==> src/rtl/didu_pkg.sv <==
package didu_pkg;

	// Width of the running target position
	localparam int POS_BITS = 32;
	// Width of a copy length
	localparam int LEN_W = 24;
	// Width of one position step: a copy length, or the default copy length
	localparam int ADV_W = LEN_W + 1;
	// Width of the saturating position sum
	localparam int SUM_W = ((POS_BITS > ADV_W) ? POS_BITS : ADV_W) + 1;

	localparam logic [POS_BITS-1:0] POS_MAX = {POS_BITS{1'b1}};

	// Varint shift steps and limits
	localparam logic [5:0] VARINT_STEP  = 6'd7;
	localparam logic [5:0] VARINT_TOP   = 6'd28;
	localparam logic [5:0] VARINT_LIMIT = 6'd35;

	// Copy length when the size field decodes to zero
	localparam logic [LEN_W-1:0] COPY_DEFAULT_LEN = LEN_W'(32'h0001_0000);

	typedef enum logic [5:0] {
		PH_SRC   = 6'b000001,
		PH_TGT   = 6'b000010,
		PH_OP    = 6'b000100,
		PH_COPY  = 6'b001000,
		PH_LIT   = 6'b010000,
		PH_DRAIN = 6'b100000
	} phase_t;

	typedef enum logic [2:0] {
		K_SRC  = 3'd0,
		K_TGT  = 3'd1,
		K_COPY = 3'd2,
		K_LIT  = 3'd3,
		K_ERR  = 3'd4
	} kind_t;

	typedef struct packed {
		phase_t                phase;
		logic [31:0]           varint_accum;
		logic [5:0]            varint_shift;
		logic [6:0]            operand_mask;
		logic [31:0]           copy_offset;
		logic [LEN_W-1:0]      copy_size;
		logic [6:0]            literal_remaining;
		logic [POS_BITS-1:0]   target_pos;
	} state_t;

	typedef struct packed {
		kind_t                 kind;
		logic [31:0]           offset;
		logic [LEN_W-1:0]      length;
		logic [7:0]            literal;
		logic [31:0]           target_pos;
		logic                  last;
	} result_t;

	// State at reset and at the end of every delta
	function automatic state_t reset_state();
		state_t s;
		s = '0;
		s.phase = PH_SRC;
		return s;
	endfunction

	// Drop all per-item fields, keep phase and position
	function automatic state_t clear_item(state_t s_in);
		state_t s;
		s = s_in;
		s.varint_accum = '0;
		s.varint_shift = '0;
		s.operand_mask = '0;
		s.copy_offset = '0;
		s.copy_size = '0;
		s.literal_remaining = '0;
		return s;
	endfunction

	// Position as shown on the result, saturated to 32 bits
	function automatic logic [31:0] pos_out(logic [POS_BITS-1:0] p);
		logic [63:0] w;
		w = 64'(p);
		if (w > 64'h0000_0000_FFFF_FFFF) begin
			return '1;
		end
		return w[31:0];
	endfunction

	// Advance the position, holding at all ones
	function automatic logic [POS_BITS-1:0] advance(logic [POS_BITS-1:0] p,
			logic [ADV_W-1:0] n);
		logic [SUM_W-1:0] sum;
		sum = SUM_W'(p) + SUM_W'(n);
		if (sum > SUM_W'(POS_MAX)) begin
			return POS_MAX;
		end
		return sum[POS_BITS-1:0];
	endfunction

endpackage

==> src/rtl/didu_decode.sv <==
module didu_decode (
	input  didu_pkg::state_t  st,
	input  logic [7:0]        delta_byte,
	input  logic              byte_last,
	output didu_pkg::state_t  nxt,
	output logic              emit,
	output didu_pkg::result_t res
);
	import didu_pkg::*;

	logic [6:0]       payload;
	logic [31:0]      varint_next;
	logic [6:0]       low_bit;
	logic [6:0]       mask_rest;
	logic [31:0]      offset_next;
	logic [LEN_W-1:0] size_next;
	logic [6:0]       remaining_next;
	logic             fail;
	logic             copy_go;
	logic [31:0]      copy_off;
	logic [LEN_W-1:0] copy_len;
	logic             lit_go;

	assign payload = delta_byte[6:0];
	assign varint_next = st.varint_accum | (32'({25'b0, payload}) << st.varint_shift);

	// Take the lowest pending operand bit
	assign low_bit = st.operand_mask & ~(st.operand_mask - 7'd1);
	assign mask_rest = st.operand_mask & (st.operand_mask - 7'd1);

	// Merge the operand byte into its offset or size lane
	always_comb begin
		for (int i = 0; i < 4; i++) begin
			offset_next[8*i +: 8] = st.copy_offset[8*i +: 8] | (low_bit[i] ? delta_byte : 8'h00);
		end
		for (int i = 0; i < 3; i++) begin
			size_next[8*i +: 8] = st.copy_size[8*i +: 8] | (low_bit[4+i] ? delta_byte : 8'h00);
		end
	end

	assign remaining_next = (st.literal_remaining == 7'd0) ? 7'd0 : st.literal_remaining - 7'd1;

	// Step the decoder by one byte
	always_comb begin
		nxt = st;
		emit = 1'b0;
		fail = 1'b0;
		copy_go = 1'b0;
		copy_off = '0;
		copy_len = '0;
		lit_go = 1'b0;
		res = '0;
		res.kind = K_ERR;
		res.target_pos = pos_out(st.target_pos);
		res.last = byte_last;

		unique case (st.phase)
			PH_SRC, PH_TGT: begin
				if (st.varint_shift >= VARINT_LIMIT ||
						(st.varint_shift == VARINT_TOP && payload[6:4] != 3'd0)) begin
					fail = 1'b1;
				end else if (delta_byte[7]) begin
					if (byte_last) begin
						fail = 1'b1;
					end else begin
						nxt.varint_accum = varint_next;
						nxt.varint_shift = st.varint_shift + VARINT_STEP;
					end
				end else if (st.phase == PH_SRC && byte_last) begin
					fail = 1'b1;
				end else begin
					emit = 1'b1;
					res.kind = (st.phase == PH_SRC) ? K_SRC : K_TGT;
					res.offset = varint_next;
					nxt.phase = (st.phase == PH_SRC) ? PH_TGT : PH_OP;
					nxt.varint_accum = '0;
					nxt.varint_shift = '0;
				end
			end
			PH_OP: begin
				if (delta_byte[7]) begin
					if (payload == 7'd0) begin
						copy_go = 1'b1;
					end else if (byte_last) begin
						fail = 1'b1;
					end else begin
						nxt = clear_item(st);
						nxt.operand_mask = payload;
						nxt.phase = PH_COPY;
					end
				end else if (delta_byte == 8'd0 || byte_last) begin
					fail = 1'b1;
				end else begin
					nxt.literal_remaining = payload;
					nxt.phase = PH_LIT;
				end
			end
			PH_COPY: begin
				if (st.operand_mask == 7'd0) begin
					copy_go = 1'b1;
					copy_off = st.copy_offset;
					copy_len = st.copy_size;
				end else if (mask_rest != 7'd0) begin
					if (byte_last) begin
						fail = 1'b1;
					end else begin
						nxt.copy_offset = offset_next;
						nxt.copy_size = size_next;
						nxt.operand_mask = mask_rest;
					end
				end else begin
					copy_go = 1'b1;
					copy_off = offset_next;
					copy_len = size_next;
				end
			end
			PH_LIT: begin
				if (byte_last && st.literal_remaining != 7'd1) begin
					fail = 1'b1;
				end else begin
					lit_go = 1'b1;
				end
			end
			default: begin
				// discard bytes until the end of the delta
			end
		endcase

		// Emit a copy command and advance by its length
		if (copy_go) begin
			emit = 1'b1;
			res.kind = K_COPY;
			res.offset = copy_off;
			res.length = (copy_len == '0) ? COPY_DEFAULT_LEN : copy_len;
			nxt = clear_item(st);
			nxt.target_pos = advance(st.target_pos, ADV_W'(res.length));
			nxt.phase = PH_OP;
		end

		// Emit a literal byte and advance by one
		if (lit_go) begin
			emit = 1'b1;
			res.kind = K_LIT;
			res.literal = delta_byte;
			nxt.target_pos = advance(st.target_pos, ADV_W'(1));
			nxt.literal_remaining = remaining_next;
			if (remaining_next == 7'd0) begin
				nxt.phase = PH_OP;
			end
		end

		// Give an error and drop the rest of the delta
		if (fail) begin
			emit = 1'b1;
			res.kind = K_ERR;
			res.offset = '0;
			res.length = '0;
			res.literal = '0;
			nxt = clear_item(st);
			nxt.phase = PH_DRAIN;
		end

		// The final byte always returns the decoder to reset
		if (byte_last) begin
			nxt = reset_state();
		end
	end

endmodule

==> src/rtl/delta_instruction_decoder_unit.sv <==
// Pipeline: an accepted byte is held in the input register and decoded from there,
// and its result word is then loaded into the result register.
// Throughput: one delta byte per cycle; input stalls only while the held byte
// gives a result word, the result register is full and result_ready is low.
// Reset (arst_n low) clears the decoder to the start of a delta, target position 0,
// and empties both registers.
module delta_instruction_decoder_unit (
	input  logic        clk,
	input  logic        arst_n,
	input  logic        delta_valid,
	output logic        delta_ready,
	input  logic [7:0]  delta_byte,
	input  logic        byte_last,
	output logic        result_valid,
	input  logic        result_ready,
	output logic [2:0]  out_kind,
	output logic [31:0] out_offset,
	output logic [23:0] out_length,
	output logic [7:0]  out_literal,
	output logic [31:0] out_target_pos,
	output logic        out_last
);
	import didu_pkg::*;

	logic       valid_s1;
	logic [7:0] byte_s1;
	logic       last_s1;
	state_t     state_q;
	state_t     state_next;
	logic       emit;
	result_t    res;
	result_t    res_q;
	logic       res_valid_q;
	logic       consume;

	didu_decode u_decode (
		.st         (state_q),
		.delta_byte (byte_s1),
		.byte_last  (last_s1),
		.nxt        (state_next),
		.emit       (emit),
		.res        (res)
	);

	// Advance the held byte when its result word has room, or when it gives none
	assign consume = valid_s1 && (!emit || !res_valid_q || result_ready);
	assign delta_ready = !valid_s1 || consume;

	// Hold the incoming byte
	always_ff @(posedge clk or negedge arst_n) begin
		if (!arst_n) begin
			valid_s1 <= 1'b0;
		end else if (delta_ready) begin
			valid_s1 <= delta_valid;
		end
	end

	always_ff @(posedge clk) begin
		if (delta_ready && delta_valid) begin
			byte_s1 <= delta_byte;
			last_s1 <= byte_last;
		end
	end

	// Update decoder state once per consumed byte
	always_ff @(posedge clk or negedge arst_n) begin
		if (!arst_n) begin
			state_q <= reset_state();
		end else if (consume) begin
			state_q <= state_next;
		end
	end

	// Load the result word, drop it when taken
	always_ff @(posedge clk or negedge arst_n) begin
		if (!arst_n) begin
			res_valid_q <= 1'b0;
		end else if (consume && emit) begin
			res_valid_q <= 1'b1;
		end else if (result_ready) begin
			res_valid_q <= 1'b0;
		end
	end

	always_ff @(posedge clk) begin
		if (consume && emit) begin
			res_q <= res;
		end
	end

	assign result_valid = res_valid_q;
	assign out_kind = res_q.kind;
	assign out_offset = res_q.offset;
	assign out_length = res_q.length;
	assign out_literal = res_q.literal;
	assign out_target_pos = res_q.target_pos;
	assign out_last = res_q.last;

`ifndef SYNTH
	a_last_resets: assert property (@(posedge clk) disable iff (!arst_n)
		consume && last_s1 |=> state_q.phase == PH_SRC && state_q.target_pos == '0)
		else $error("final byte did not return decoder to reset");

	a_drain_silent: assert property (@(posedge clk) disable iff (!arst_n)
		valid_s1 && state_q.phase == PH_DRAIN |-> !emit)
		else $error("result produced while discarding");

	a_copy_mask: assert property (@(posedge clk) disable iff (!arst_n)
		state_q.phase == PH_COPY |-> state_q.operand_mask != 7'd0)
		else $error("copy operand phase with empty mask");

	a_pos_monotonic: assert property (@(posedge clk) disable iff (!arst_n)
		consume && !last_s1 |=> state_q.target_pos >= $past(state_q.target_pos))
		else $error("target position moved backwards");
`endif

endmodule

==> config.mk <==
export PLATFORM = sky130hd
export DESIGN_NAME = delta_instruction_decoder_unit
export DESIGN_NICKNAME = d
export VERILOG_FILES = /design/src/rtl/didu_pkg.sv /design/src/rtl/didu_decode.sv /design/src/rtl/delta_instruction_decoder_unit.sv
export SDC_FILE = /design/constraint.sdc
export NUM_CORES = 1
export LEC_CHECK = 0
export ABC_AREA = 1
export CAP_MARGIN = 25
export CORE_MARGIN = 3
export CORE_UTILIZATION = 34
export DETAILED_ROUTE_END_ITERATION = 8
export DONT_BUFFER_PORTS = 1
export PLACE_DENSITY = 0.47
export SLEW_MARGIN = 0
export SYNTH_ARGS = -nofsm -noshare
export SYNTH_HDL_FRONTEND = slang
export SYNTH_SLANG_ARGS = --single-unit
==> constraint.sdc <==
create_clock -name clk -period 11.4 [get_ports clk]
set_clock_uncertainty 0.1 [all_clocks]
set_input_delay 2.28 -clock clk [delete_from_list [all_inputs] [get_ports clk]]
set_output_delay 2.28 -clock clk [all_outputs]
set_load 0.02 [all_outputs]
---- Word level (Yosys, flattened, before mapping) ----
Cells that the tools add are included.
storage, ports and cells
  bits in registers ....................... 257
  output and inout bits ................... 102
cells by class
  $add $sub $neg .......................... 5
  bitwise operators ....................... 13
  reduce and logical (&&, ||, !) cells .... 34
  mux-type cells .......................... 80
  equal/unequal tests ..................... 16
  shift operators ......................... 1
  magnitude comparators ................... 3
operators by type and width
  kind                                                                    count
  146-bit 2-to-1 mux                                                      4
  32-bit 2-to-1 mux                                                       8
  35-bit 2-to-1 mux                                                       4
  63-bit 2-to-1 mux                                                       2
  63-bit case mux with 2 select lines                                     1
  101-bit 2-to-1 mux                                                      1
  24-bit 2-to-1 mux                                                       4
  44-bit 2-to-1 mux                                                       2
  44-bit case mux with 2 select lines                                     1
  39-bit 2-to-1 mux                                                       2
  33-bit by 32-bit > comparator with 1-bit output, second input constant  2
  59-bit 2-to-1 mux                                                       1
  8-bit 2-to-1 mux                                                        7
  8-bit OR                                                                7
  38-bit 2-to-1 mux                                                       1
  32-bit by 1-bit adder with 33-bit output, second input constant         1
  32-bit by 24-bit adder with 33-bit output                               1
  32-bit OR                                                               1
  7-bit by 6-bit << shifter with 32-bit output                            1
  1-bit 2-to-1 mux                                                        30
  6-bit 2-to-1 mux                                                        5
  7-bit logical NOT                                                       4
  24-bit logical NOT                                                      1
  7-bit 2-to-1 mux                                                        3
  32 further kinds                                                        58

---- Longest topological paths before layout ----
Gate-level depths: netlist of the first run.
  depth after elaboration ................. 20
  depth in mapped cells ................... 28
  mapped depth without buffers ............ 27

---- Hierarchy ----
Synthesis of the first run repeated with hierarchy kept, for this count alone.
unflattened totals
  cell total of the unflattened synthesis .. 2511
  area, all modules ....................... 17638.2 µm²
by module, submodules not included
  module                          cells each  instances  area each (µm²)
  delta_instruction_decoder_unit  755         1          9108.7
  didu_decode                     1756        1          8529.4

---- Least setup slack after synthesis of the first run ----
Ideal clock, no wire load.
  kind .................................... input port to flip-flop
  start ................................... in result_ready
  end ..................................... reg res_q (netlist bit out_kind[0]) (enable)
  library setup time ...................... 0.560 ns
  setup slack ............................. 4.051 ns
  stages on the path ...................... 4
  path buffers ............................ 0
  arrival ................................. 6.690 ns
  path through ............................ nor2_1 > o21ai_4 > nand2_4 > nor2_1
between the ends
  word-level cells in the longest chain between the ends .. 3
RTL lines
  element               line                                  text
  from (decl)           delta_instruction_decoder_unit.sv:15  input logic result_ready,
  1-bit logical OR      delta_instruction_decoder_unit.sv:46  assign consume = valid_s1 && (!emit || !res_valid_q || result_ready);
  1-bit logical AND     delta_instruction_decoder_unit.sv:46
  1-bit logical AND     delta_instruction_decoder_unit.sv:86  if (consume && emit) begin
  to (signal assigned)  delta_instruction_decoder_unit.sv:87  res_q <= res;
  to (decl)             delta_instruction_decoder_unit.sv:32  result_t res_q;
No other way between the ends.
A chain may end at the register's enable or synchronous reset.

---- Final worst setup path of the first run ----
  start ................................... reg state_q[144] (netlist name)
  end ..................................... out delta_ready
between the ends
  word-level cells in the longest chain between the ends .. 14
RTL lines
  element                                         line                                  text
  from (decl)                                     delta_instruction_decoder_unit.sv:28  state_t state_q;
  from (signal assigned)                          delta_instruction_decoder_unit.sv:68  state_q <= reset_state();
  from (signal assigned)                          delta_instruction_decoder_unit.sv:70  state_q <= state_next;
  6-bit by 1-bit equality test with 1-bit output  didu_decode.sv:57, didu_decode.sv:69
  1-bit logical AND                               didu_decode.sv:69                     end else if (st.phase == PH_SRC && byte_last) begin
  1-bit 2-to-1 mux                                didu_decode.sv:69
  1-bit 2-to-1 mux                                didu_decode.sv:62                     end else if (delta_byte[7]) begin
  1-bit 2-to-1 mux                                didu_decode.sv:59                     if (st.varint_shift >= VARINT_LIMIT ||
  1-bit 2-to-1 mux                                didu_decode.sv:57                     unique case (st.phase)
  1-bit 2-to-1 mux                                didu_decode.sv:130                    if (copy_go) begin
  1-bit 2-to-1 mux                                didu_decode.sv:141                    if (lit_go) begin
  1-bit 2-to-1 mux (*)                            didu_decode.sv:153                    if (fail) begin
  1-bit logical NOT (*)                           delta_instruction_decoder_unit.sv:46
  1-bit logical OR (*) (2 in series)              delta_instruction_decoder_unit.sv:46
  1-bit logical AND (*)                           delta_instruction_decoder_unit.sv:46
  1-bit logical OR (*)                            delta_instruction_decoder_unit.sv:47  assign delta_ready = !valid_s1 || consume;
  to (decl)                                       delta_instruction_decoder_unit.sv:11  output logic delta_ready,
Mark *: on every way between the ends. The rest lies on a longest branch, timed or not.

==> results of run 1 <==
layer usage:
layer,vias to the layer above,wire [um]
met3,96,2850
met4,0,1730
met5,-,0
met1,6551,24700
li1,6891,-
met2,405,23900
worst max-delay path by stage:
stage / from / end / slack (ns)
after global placement: state_q[145] / delta_ready / 4.91
final: state_q[144] / delta_ready / 4.27
after detailed placement: state_q[145] / delta_ready / 4.84
after global routing: state_q[145] / delta_ready / 3.90
after floorplan: result_ready / out_kind[0] / 4.05
after CTS: state_q[144] / delta_ready / 4.24
flip-flops by register name (all words and copies together), names as in the netlist:
signal,cells
byte_s1,8
last_s1,1
out_kind,3
out_last,1
out_length,24
out_literal,8
out_offset,32
out_target_pos,32
result_valid,1
state_q,146
valid_s1,1
metrics by stage:
stage | worst slack [ns] | hold WS (ns) | instances | power, W
detailed placement | 4.84 | 0.368 | 2633 | 0.00272
CTS | 4.24 | 0.385 | 2695 | 0.00386
finish | 4.27 | 0.384 | 2695 | 0.00383
floorplan | 4.05 | 0.323 | 2114 | 0.00237
global route | 3.90 | 0.404 | 2695 | 0.00406
global placement | 4.91 | 0.365 | 2630 | 0.00270
worst register-to-register path: cells and delay by family (launching register included):
| kind | cells | cell delay (ns) |
|---|---|---|
| and+or+nand+nor | 14 | 2.65 |
| AOI/OAI and AO/OA | 4 | 1.34 |
| buffers and inverters | 6 | 1.25 |
| adders and majority gates | 2 | 0.57 |
| DFF | 1 | 0.39 |
cells by family (layout without fill, tap and decap cells):
kind of cell | Yosys count | count (layout)
buffers and inverters | 329 | 318
adders and majority gates | 33 | 33
AOI/OAI and AO/OA | 371 | 371
and+or+nand+nor | 1096 | 1096
DFF | 257 | 257
xor gates and xnor gates | 28 | 28
cells in the mapped netlist (15+ instances only):
library cell	n	area, sq um
o21ai_0	153	766
nor2_1	254	953
nor3_1	45	225
xor2_1	16	140
buf_2	16	80.1
inv_1	230	863
clkbuf_1	54	203
o21ai_1	61	305
edfxtp_1	109	3270
a21o_1	15	113
nand3_1	130	651
nand4_1	52	325
a21oi_1	83	415
nand2_1	590	2210
ha_1	32	400
dfrtp_1	147	3680
power by group through the flow:
stage | Combinational (W) | Clock, W | Sequential, W
after floorplan | 0.000839 | 0 | 0.00153
after global placement | 0.00112 | 0 | 0.00158
after detailed placement | 0.00114 | 0 | 0.00158
after CTS | 0.00115 | 0.00114 | 0.00157
after global routing | 0.00129 | 0.00118 | 0.00159
final | 0.00115 | 0.00111 | 0.00156
layout make-up:
cell class | instances | area share
repair buffers | 15 | 0.00956
clock inverters | 19 | 0.0125
clock buffers | 43 | 0.0543
multi-input cells | 1528 | 0.424
inverters | 241 | 0.0524
flip-flops and latches | 257 | 0.404
well taps | 592 | 0.0429
==> flow_summary.yaml, run 1 <==
clock_tree:
  clkLatencyLatePin_ns: 0.56
  cts_setup_buffers: 0
  numCtsBuffers: 34
  clkSinkCount: 257
  cts_resized: 0
  cts_tree: "yes"
  clkTransAtPathRegs_ns: 0.06
  root_buffer: "clkbuf_16"
  hold_buffers: 0
  htreeDepth: 2
  clock_path_buffers: 3
critical_path:
  max_stage_delay_ns: 0.90
  timing.rr.start: "state_q[144]"
  crit_slowest_cell: "nand2_2"
  r2r_end: "state_q[23]"
  crit_arrival_ns: 4.75
  cp_num_buf_inv: 3
  path_class: "register to output port"
  critical_path_depth: 10
  crit_path_end_kind: "output port"
  path_delay_family: "simple AND/OR/NAND/NOR gates"
  r2r_cells: 26
  cp_cell_sequence: "nor2_1 -> inv_1 -> nor4_4 -> buf_4 -> nand3_4 -> nand2_2 -> inv_2 -> nand3_2 -> o21ai_4 -> or2_2"
  critical_path_required_ns: 9.02
  critPathLaunchType: "register"
  cp_max_fo: 82
  reg2reg_slack_ns: 5.00
synth:
  synth_xor_area_frac: 0.0157
  synthDistinctLibCells: 53
  synth_top_family_by_area: "simple AND/OR/NAND/NOR gates"
  synth_compound_area_frac: 0.132
  syn_inst: 2114
  async_flop_share: 0.576
  synth-seq-cells: 257
  avgSynthCellArea_sq_um: 7.39
  synth_nets: 2160
  synth_fa_ha_area_frac: 0.0269
  netlist_area_sq_um: 15600
  synth-edff-count: 109
  synth.area.mux_share: 0
  yosys.area_share.simple: 0.294
  synth_flop_cell: "dfrtp_1"
  yosysWarnings: 0
  seq_area_frac_synth: 0.447
layout:
  final_cell_mix: "589 x nand2_1, 253 x nor2_1, 230 x inv_1, 153 x o21ai_0, 147 x dfrtp_1"
  final_common_cell: "nand2_1"
  fin_nets: 2123
  diodes: 0
  syn_to_final_growth_pct: 10.6
  n_fill_cell: 4696
  multiInputGateArea_sq_um: 7330
  regArea_sq_um: 6980
  final_util: 0.386
  final_area_sq_um: 17300
  drive_above_1_share: 0.0509
global_route:
  grt_max_degree: 149
  grt_util_met3: 0.0382
  grtUsageMet2: 0.344
  antenna_found_initial: 2
  grt_pass1_wl_um: 81900
  grt_busiest_layer: "met2"
  gr-total-overflow: 0
  grt_pass1_vias: 13500
  grtUsageTotal: 0.220
  grtUsageMet1: 0.310
sta:
  timing.final.crit_period_ns: 7.13
  fin_crit_sh: 0.625
  setup_tns_ns: 0
  rsz0062_at_grt: "false"
  timing.fmax_mhz: 140
  setup_viol: 0
  final-hold-violation-count: 0
  worstMarginPinSlew_ns: 1.09
  relSlewSlack: 0.270
  drv_slew: 0
pwr:
  power_frac_clock: 0.291
  combPwrFrac: 0.301
  power.density_nw_per_um2: 222
  switching_power_w: 0.00163
  p_sw_frac: 0.426
  intPower_w: 0.00220
  ir_worst_vdd_mv: 0.147
  power_leakage_nw: 7.34
  seqPwrFrac: 0.408
hold_path:
  whs_endpoint: "state_q[120]"
  hold_depth: 2
  worstHoldStart: "state_q[120]"
  hp-class: "register to register"
die:
  num_rows: 77
  core_area_sq_um: 44800
  ios: 115
  die_x_um: 220
  die-area_sq_um: 48500
  start_util: 0.349
  die-height_um: 220
job:
  cap_violations: 0
placement:
  port_buffers: 0
  place_congestion: 0.916
  place_hpwl_um: 38700
  place_area_sq_um: 16100
route:
  vias: 13900
  vias_per_cell: 5.17
  first_pass_iters: 5
  postRouteAntennaNets: 0
  drcViolationCount: 0
  drt_iter0_drc: 1325
  wirelength_um: 53200
  wl_per_cell_um: 19.7
run_status:
  status: "complete, no violations"
Note: power is estimated with default switching activity, not from simulation.
==> run 2, diff against run 1 <==
Clock period 11.4 ns to 7.1 ns, I/O delays scaled along.
==> flow_summary.yaml, run 2 (synthesis gave the netlist of run 1 again) <==
layout:
  instances_no_fill: 2694
  final_cell_mix: "589 x nand2_1, 253 x nor2_1, 230 x inv_1, 153 x o21ai_0, 147 x dfrtp_1"
  largest_reg_flops: 146
  syn_to_final_growth_pct: 10.2
  diodes: 0
  top_register: "state_q"
  drive_above_1_share: 0.0509
  final_common_cell: "nand2_1"
  fin_nets: 2122
  final_util: 0.384
job:
  cap_violations: 0
critical_path:
  cp_cell_sequence: "nor2_2 -> nand3_1 -> nand2_1 -> nand2_1 -> a21oi_2 -> nand3_4 -> buf_4 -> nand2_2 -> inv_2 -> nand3_2 -> o21ai_4 -> or2_2"
  worstSetupEndpoint: "delta_ready"
  reg2reg_slack_ns: 1.23
  max_stage_delay_ns: 0.56
  critical_path_required_ns: 5.58
  cpMostUsedCell: "nand2_1"
  cp_num_buf_inv: 2
  r2r_cells: 27
  critPathLaunchType: "register"
  path_class: "register to output port"
  crit_slowest_cell: "nand2_2"
  crit_path_end_kind: "output port"
  startpoint: "state_q[95]"
  crit_arrival_ns: 4.53
  r2r_end: "state_q[22]"
  cp_max_fo: 50
  path_delay_family: "simple AND/OR/NAND/NOR gates"
  timing.rr.start: "state_q[95]"
  critical_path_depth: 12
route:
  drt_iter0_drc: 1311
  vias: 14000
  vias_per_cell: 5.20
  drcViolationCount: 0
  postRouteAntennaNets: 0
  wirelength_um: 53200
  first_pass_iters: 6
  wl_per_cell_um: 19.7
pwr:
  power.total_w: 0.00608
  ir_worst_vdd_mv: 0.194
  power_leakage_nw: 7.31
  power.density_nw_per_um2: 353
clock_tree:
  clock_path_buffers: 3
  htreeDepth: 2
  cts_setup_buffers: 0
  cts_tree: "yes"
  numCtsBuffers: 34
  root_buffer: "clkbuf_16"
  cts_resized: 0
  clkLatencyLatePin_ns: 0.55
  clkTransAtPathRegs_ns: 0.06
  hold_buffers: 0
  clkSinkCount: 257
global_route:
  antenna_found_initial: 2
  grt_pass1_wl_um: 81700
  gr-total-overflow: 0
  grt_pass1_vias: 13400
  grtUsageMet1: 0.316
  grtUsageMet2: 0.341
  grt_busiest_layer: "met2"
  grt_util_met3: 0.0321
  grtUsageTotal: 0.219
  grt_max_degree: 149
die:
  start_util: 0.349
  ios: 115
  die_x_um: 220
  core_area_sq_um: 44800
  die-height_um: 220
  num_rows: 77
  die-area_sq_um: 48500
sta:
  timing.fmax_mhz: 165
  setup_viol: 0
  relSlewSlack: 0.309
  rsz0062_at_grt: "false"
  timing.final.crit_period_ns: 6.05
  fin_crit_sh: 0.853
  final-hold-violation-count: 0
  hold_slack_ns: 0.385
  setup_tns_ns: 0
  worstMarginPinSlew_ns: 1.04
  drv_slew: 0
placement:
  place_congestion: 0.893
  place_hpwl_um: 38300
  port_buffers: 0
  place_inst: 2632
hold_path:
  hp-class: "register to register"
run_status:
  status: "complete, no violations"
-- run 2: changes by cell type in the layout (fill, tap and decap cells not counted), sizes merged --
cell,previous run,this run
inv,238,241
buf,15,14
clkinvlp,1,0
clkbuf,43,41
-- run 2: stage by stage --
stage	instance area (sq um)	worst slack (ns)
2_1_floorplan	15600	0.235
3_3_place_gp	16000	1.45
3_5_place_dp	16100	1.27
4_1_cts	17200	1.06
5_1_grt	17200	0.579
6_report	17200	1.05
-- run 2: power by group --
group          total [W]  leakage, nW  internal, W  switching, W
clock network    0.00175        0.555      0.00106      0.000698
logic            0.00181         3.67     0.000428       0.00138
registers        0.00251         3.08      0.00200      0.000514
-- run 2: layout make-up --
class / instances / area, sq um
sequential: 257 / 6980
clock buffer: 41 / 898
tap: 592 / 741
inverter: 241 / 905
fill: 4700 / 27600
timing repair buffer: 14 / 130
clock inverter: 21 / 226
multi-input combinational: 1528 / 7330
-- run 2: worst min path at each step --
stage | start | to | cells past startpoint
detailed placement | state_q[58] | state_q[58] | 2
CTS | state_q[78] | state_q[78] | 2
global route | state_q[86] | state_q[86] | 2
floorplan | state_q[24] | out_target_pos[24] | 0
finish | state_q[78] | state_q[78] | 2
global placement | state_q[110] | state_q[110] | 2
-- run 2: worst reg2reg max path, delay by kind of cell, from the launching register on --
kind            cells  cell delay (ns)
compound gates      5             1.42
fa+ha+maj           2             0.56
buf+inv             4             0.68
flops               1             0.52
simple gates       16             2.55
-- run 2: metal layers --
layer  wire, um  vias to the layer above
met5         27                        -
met4       1360                        4
met3       2730                       68
met2      23600                      384
met1      25500                     6664
li1           -                     6892
==> run 3, diff against run 2 <==
Settings changed: CORE_UTILIZATION 34 to 45, PLACE_DENSITY 0.47 to 0.59.
==> flow_summary.yaml, run 3 (synthesis gave the netlist of run 1 again) <==
die:
  ios: 115
  die-area_sq_um: 37000
  num_rows: 67
  die_x_um: 192
  die-height_um: 192
  core_area_sq_um: 33900
  start_util: 0.461
layout:
  final_area_sq_um: 17000
  final_cell_mix: "589 x nand2_1, 253 x nor2_1, 230 x inv_1, 153 x o21ai_0, 147 x dfrtp_1"
  largest_reg_flops: 146
  top_register: "state_q"
  fin_nets: 2119
  final_common_cell: "nand2_1"
  syn_to_final_growth_pct: 8.92
  diodes: 0
  drive_above_1_share: 0.0520
placement:
  place_hpwl_um: 36000
  dp_slack_ns: 1.36
  place_area_sq_um: 15900
  port_buffers: 0
  place_congestion: 0.953
clock_tree:
  root_buffer: "clkbuf_16"
  cts_resized: 0
  numCtsBuffers: 30
  htreeDepth: 1
  clkTransAtPathRegs_ns: 0.07
  clkSinkCount: 257
  clkLatencyLatePin_ns: 0.58
  clock_path_buffers: 3
  cts_tree: "yes"
  cts_setup_buffers: 0
  hold_buffers: 0
sta:
  rsz0062_at_grt: "false"
  worstMarginPinSlew_ns: 1.04
  setup_tns_ns: 0
  drv_slew: 0
  final-hold-violation-count: 0
  relSlewSlack: 0.309
  worst_slack_ns: 1.22
  fin_crit_sh: 0.828
  setup_viol: 0
  timing.fmax_mhz: 170
  timing.final.crit_period_ns: 5.88
route:
  wirelength_um: 49900
  vias_per_cell: 5.62
  postRouteAntennaNets: 0
  drcViolationCount: 0
  wl_per_cell_um: 19.6
  vias: 14300
  first_pass_iters: 5
  drt_iter0_drc: 1508
hold_path:
  hold_depth: 2
  worstHoldStart: "state_q[58]"
  hp-class: "register to register"
  whs_endpoint: "state_q[58]"
critical_path:
  path_class: "register to register"
  crit_arrival_ns: 6.30
  crit_path_end_kind: "register"
  reg2reg_slack_ns: 1.22
  critPathLaunchType: "register"
  r2r_cells: 27
  r2r_end: "state_q[22]"
  timing.rr.start: "state_q[95]"
  critical_path_required_ns: 7.52
  cp_max_fo: 46
pwr:
  intPower_w: 0.00343
  power_leakage_nw: 7.28
  power_frac_clock: 0.280
  ir_worst_vdd_mv: 0.221
  seqPwrFrac: 0.419
  power.density_nw_per_um2: 351
  switching_power_w: 0.00254
  combPwrFrac: 0.300
  p_sw_frac: 0.426
global_route:
  grtUsageTotal: 0.270
  gr-total-overflow: 0
  grt_pass1_vias: 13300
  grt_pass1_wl_um: 77400
  grt_max_degree: 149
  antenna_found_initial: 0
job:
  cap_violations: 0
run_status:
  status: "complete, no violations"
run 3: cell types whose count changed in the layout (fill, tap and decap cells not counted), moves of 2 or more:
cell	delta
clkinvlp_4	+6
clkinv_1	-3
clkbuf_1	-4
clkbuf_16	-4
clkbuf_8	+2
clkinv_2	-5
buf_12	-2
clkinv_4	+3
buf_16	+2
run 3: layout make-up:
cell class | instances | area (sq um)
clock buffer | 35 | 811
clock inverter | 21 | 269
fill | 3343 | 16900
inverter | 241 | 905
multi-input combinational | 1528 | 7330
sequential | 257 | 6980
tap | 448 | 561
timing repair buffer | 15 | 153
run 3: critical path: stages (launching register included):
cell and delay (ns):
dfrtp_1 0.53, nor2_2 0.31, nand3_1 0.17, nand2_1 0.12, nand2_1 0.07, a21oi_2 0.19, nand3_4 0.42, a41oi_1 0.39
nor2_1 0.08, nand3_1 0.14, nand2_1 0.12, inv_1 0.07, ha_1 0.17, inv_1 0.06, fa_1 0.40, inv_1 0.07
nand3_1 0.06, nand2_1 0.11, a21oi_1 0.13, o21ai_0 0.37, nand3_1 0.13, nand2_1 0.14, a22oi_1 0.31, nand2_1 0.23
clkinv_1 0.47, nand3_1 0.23, nand3_1 0.10, nand2_1 0.10
run 3: how the worst max path moves through the flow:
stage | to | slack [ns] | startpoint | cells after the start
global route | state_q[16] | 0.65 | state_q[95] | 27
finish | state_q[22] | 1.22 | state_q[95] | 27
CTS | delta_ready | 1.33 | state_q[95] | 11
global placement | state_q[25] | 1.67 | state_q[95] | 27
detailed placement | state_q[27] | 1.36 | state_q[95] | 27
floorplan | out_kind[0] | 0.23 | state_q[103] | 14
run 3: metal layers:
layer | track usage | vias to the layer above | share of wire
met3 | 0.0460 | 84 | 0.080
met5 | 0 | - | 0
met2 | 0.396 | 570 | 0.43
li1 | - | 6881 | -
met1 | 0.407 | 6771 | 0.46
met4 | 0.0807 | 0 | 0.028
run 3: metrics by stage:
stage                     utilization  hold WS (ns)  total power [W]  instances
final                           0.502         0.385          0.00597       2545
after global routing            0.502         0.410          0.00632       2545
after CTS                       0.501         0.383          0.00598       2543
after detailed placement        0.469         0.369          0.00429       2487
after global placement          0.469         0.366          0.00427       2487
after floorplan                     -         0.323          0.00381       2114
run 3: power groups by stage:
stage               Combinational [W]  Sequential (W)  Clock (W)
floorplan                     0.00135         0.00246          0
global placement              0.00174         0.00253          0
detailed placement            0.00176         0.00254          0
CTS                           0.00177         0.00251    0.00170
global route                  0.00200         0.00255    0.00177
finish                        0.00179         0.00251    0.00167
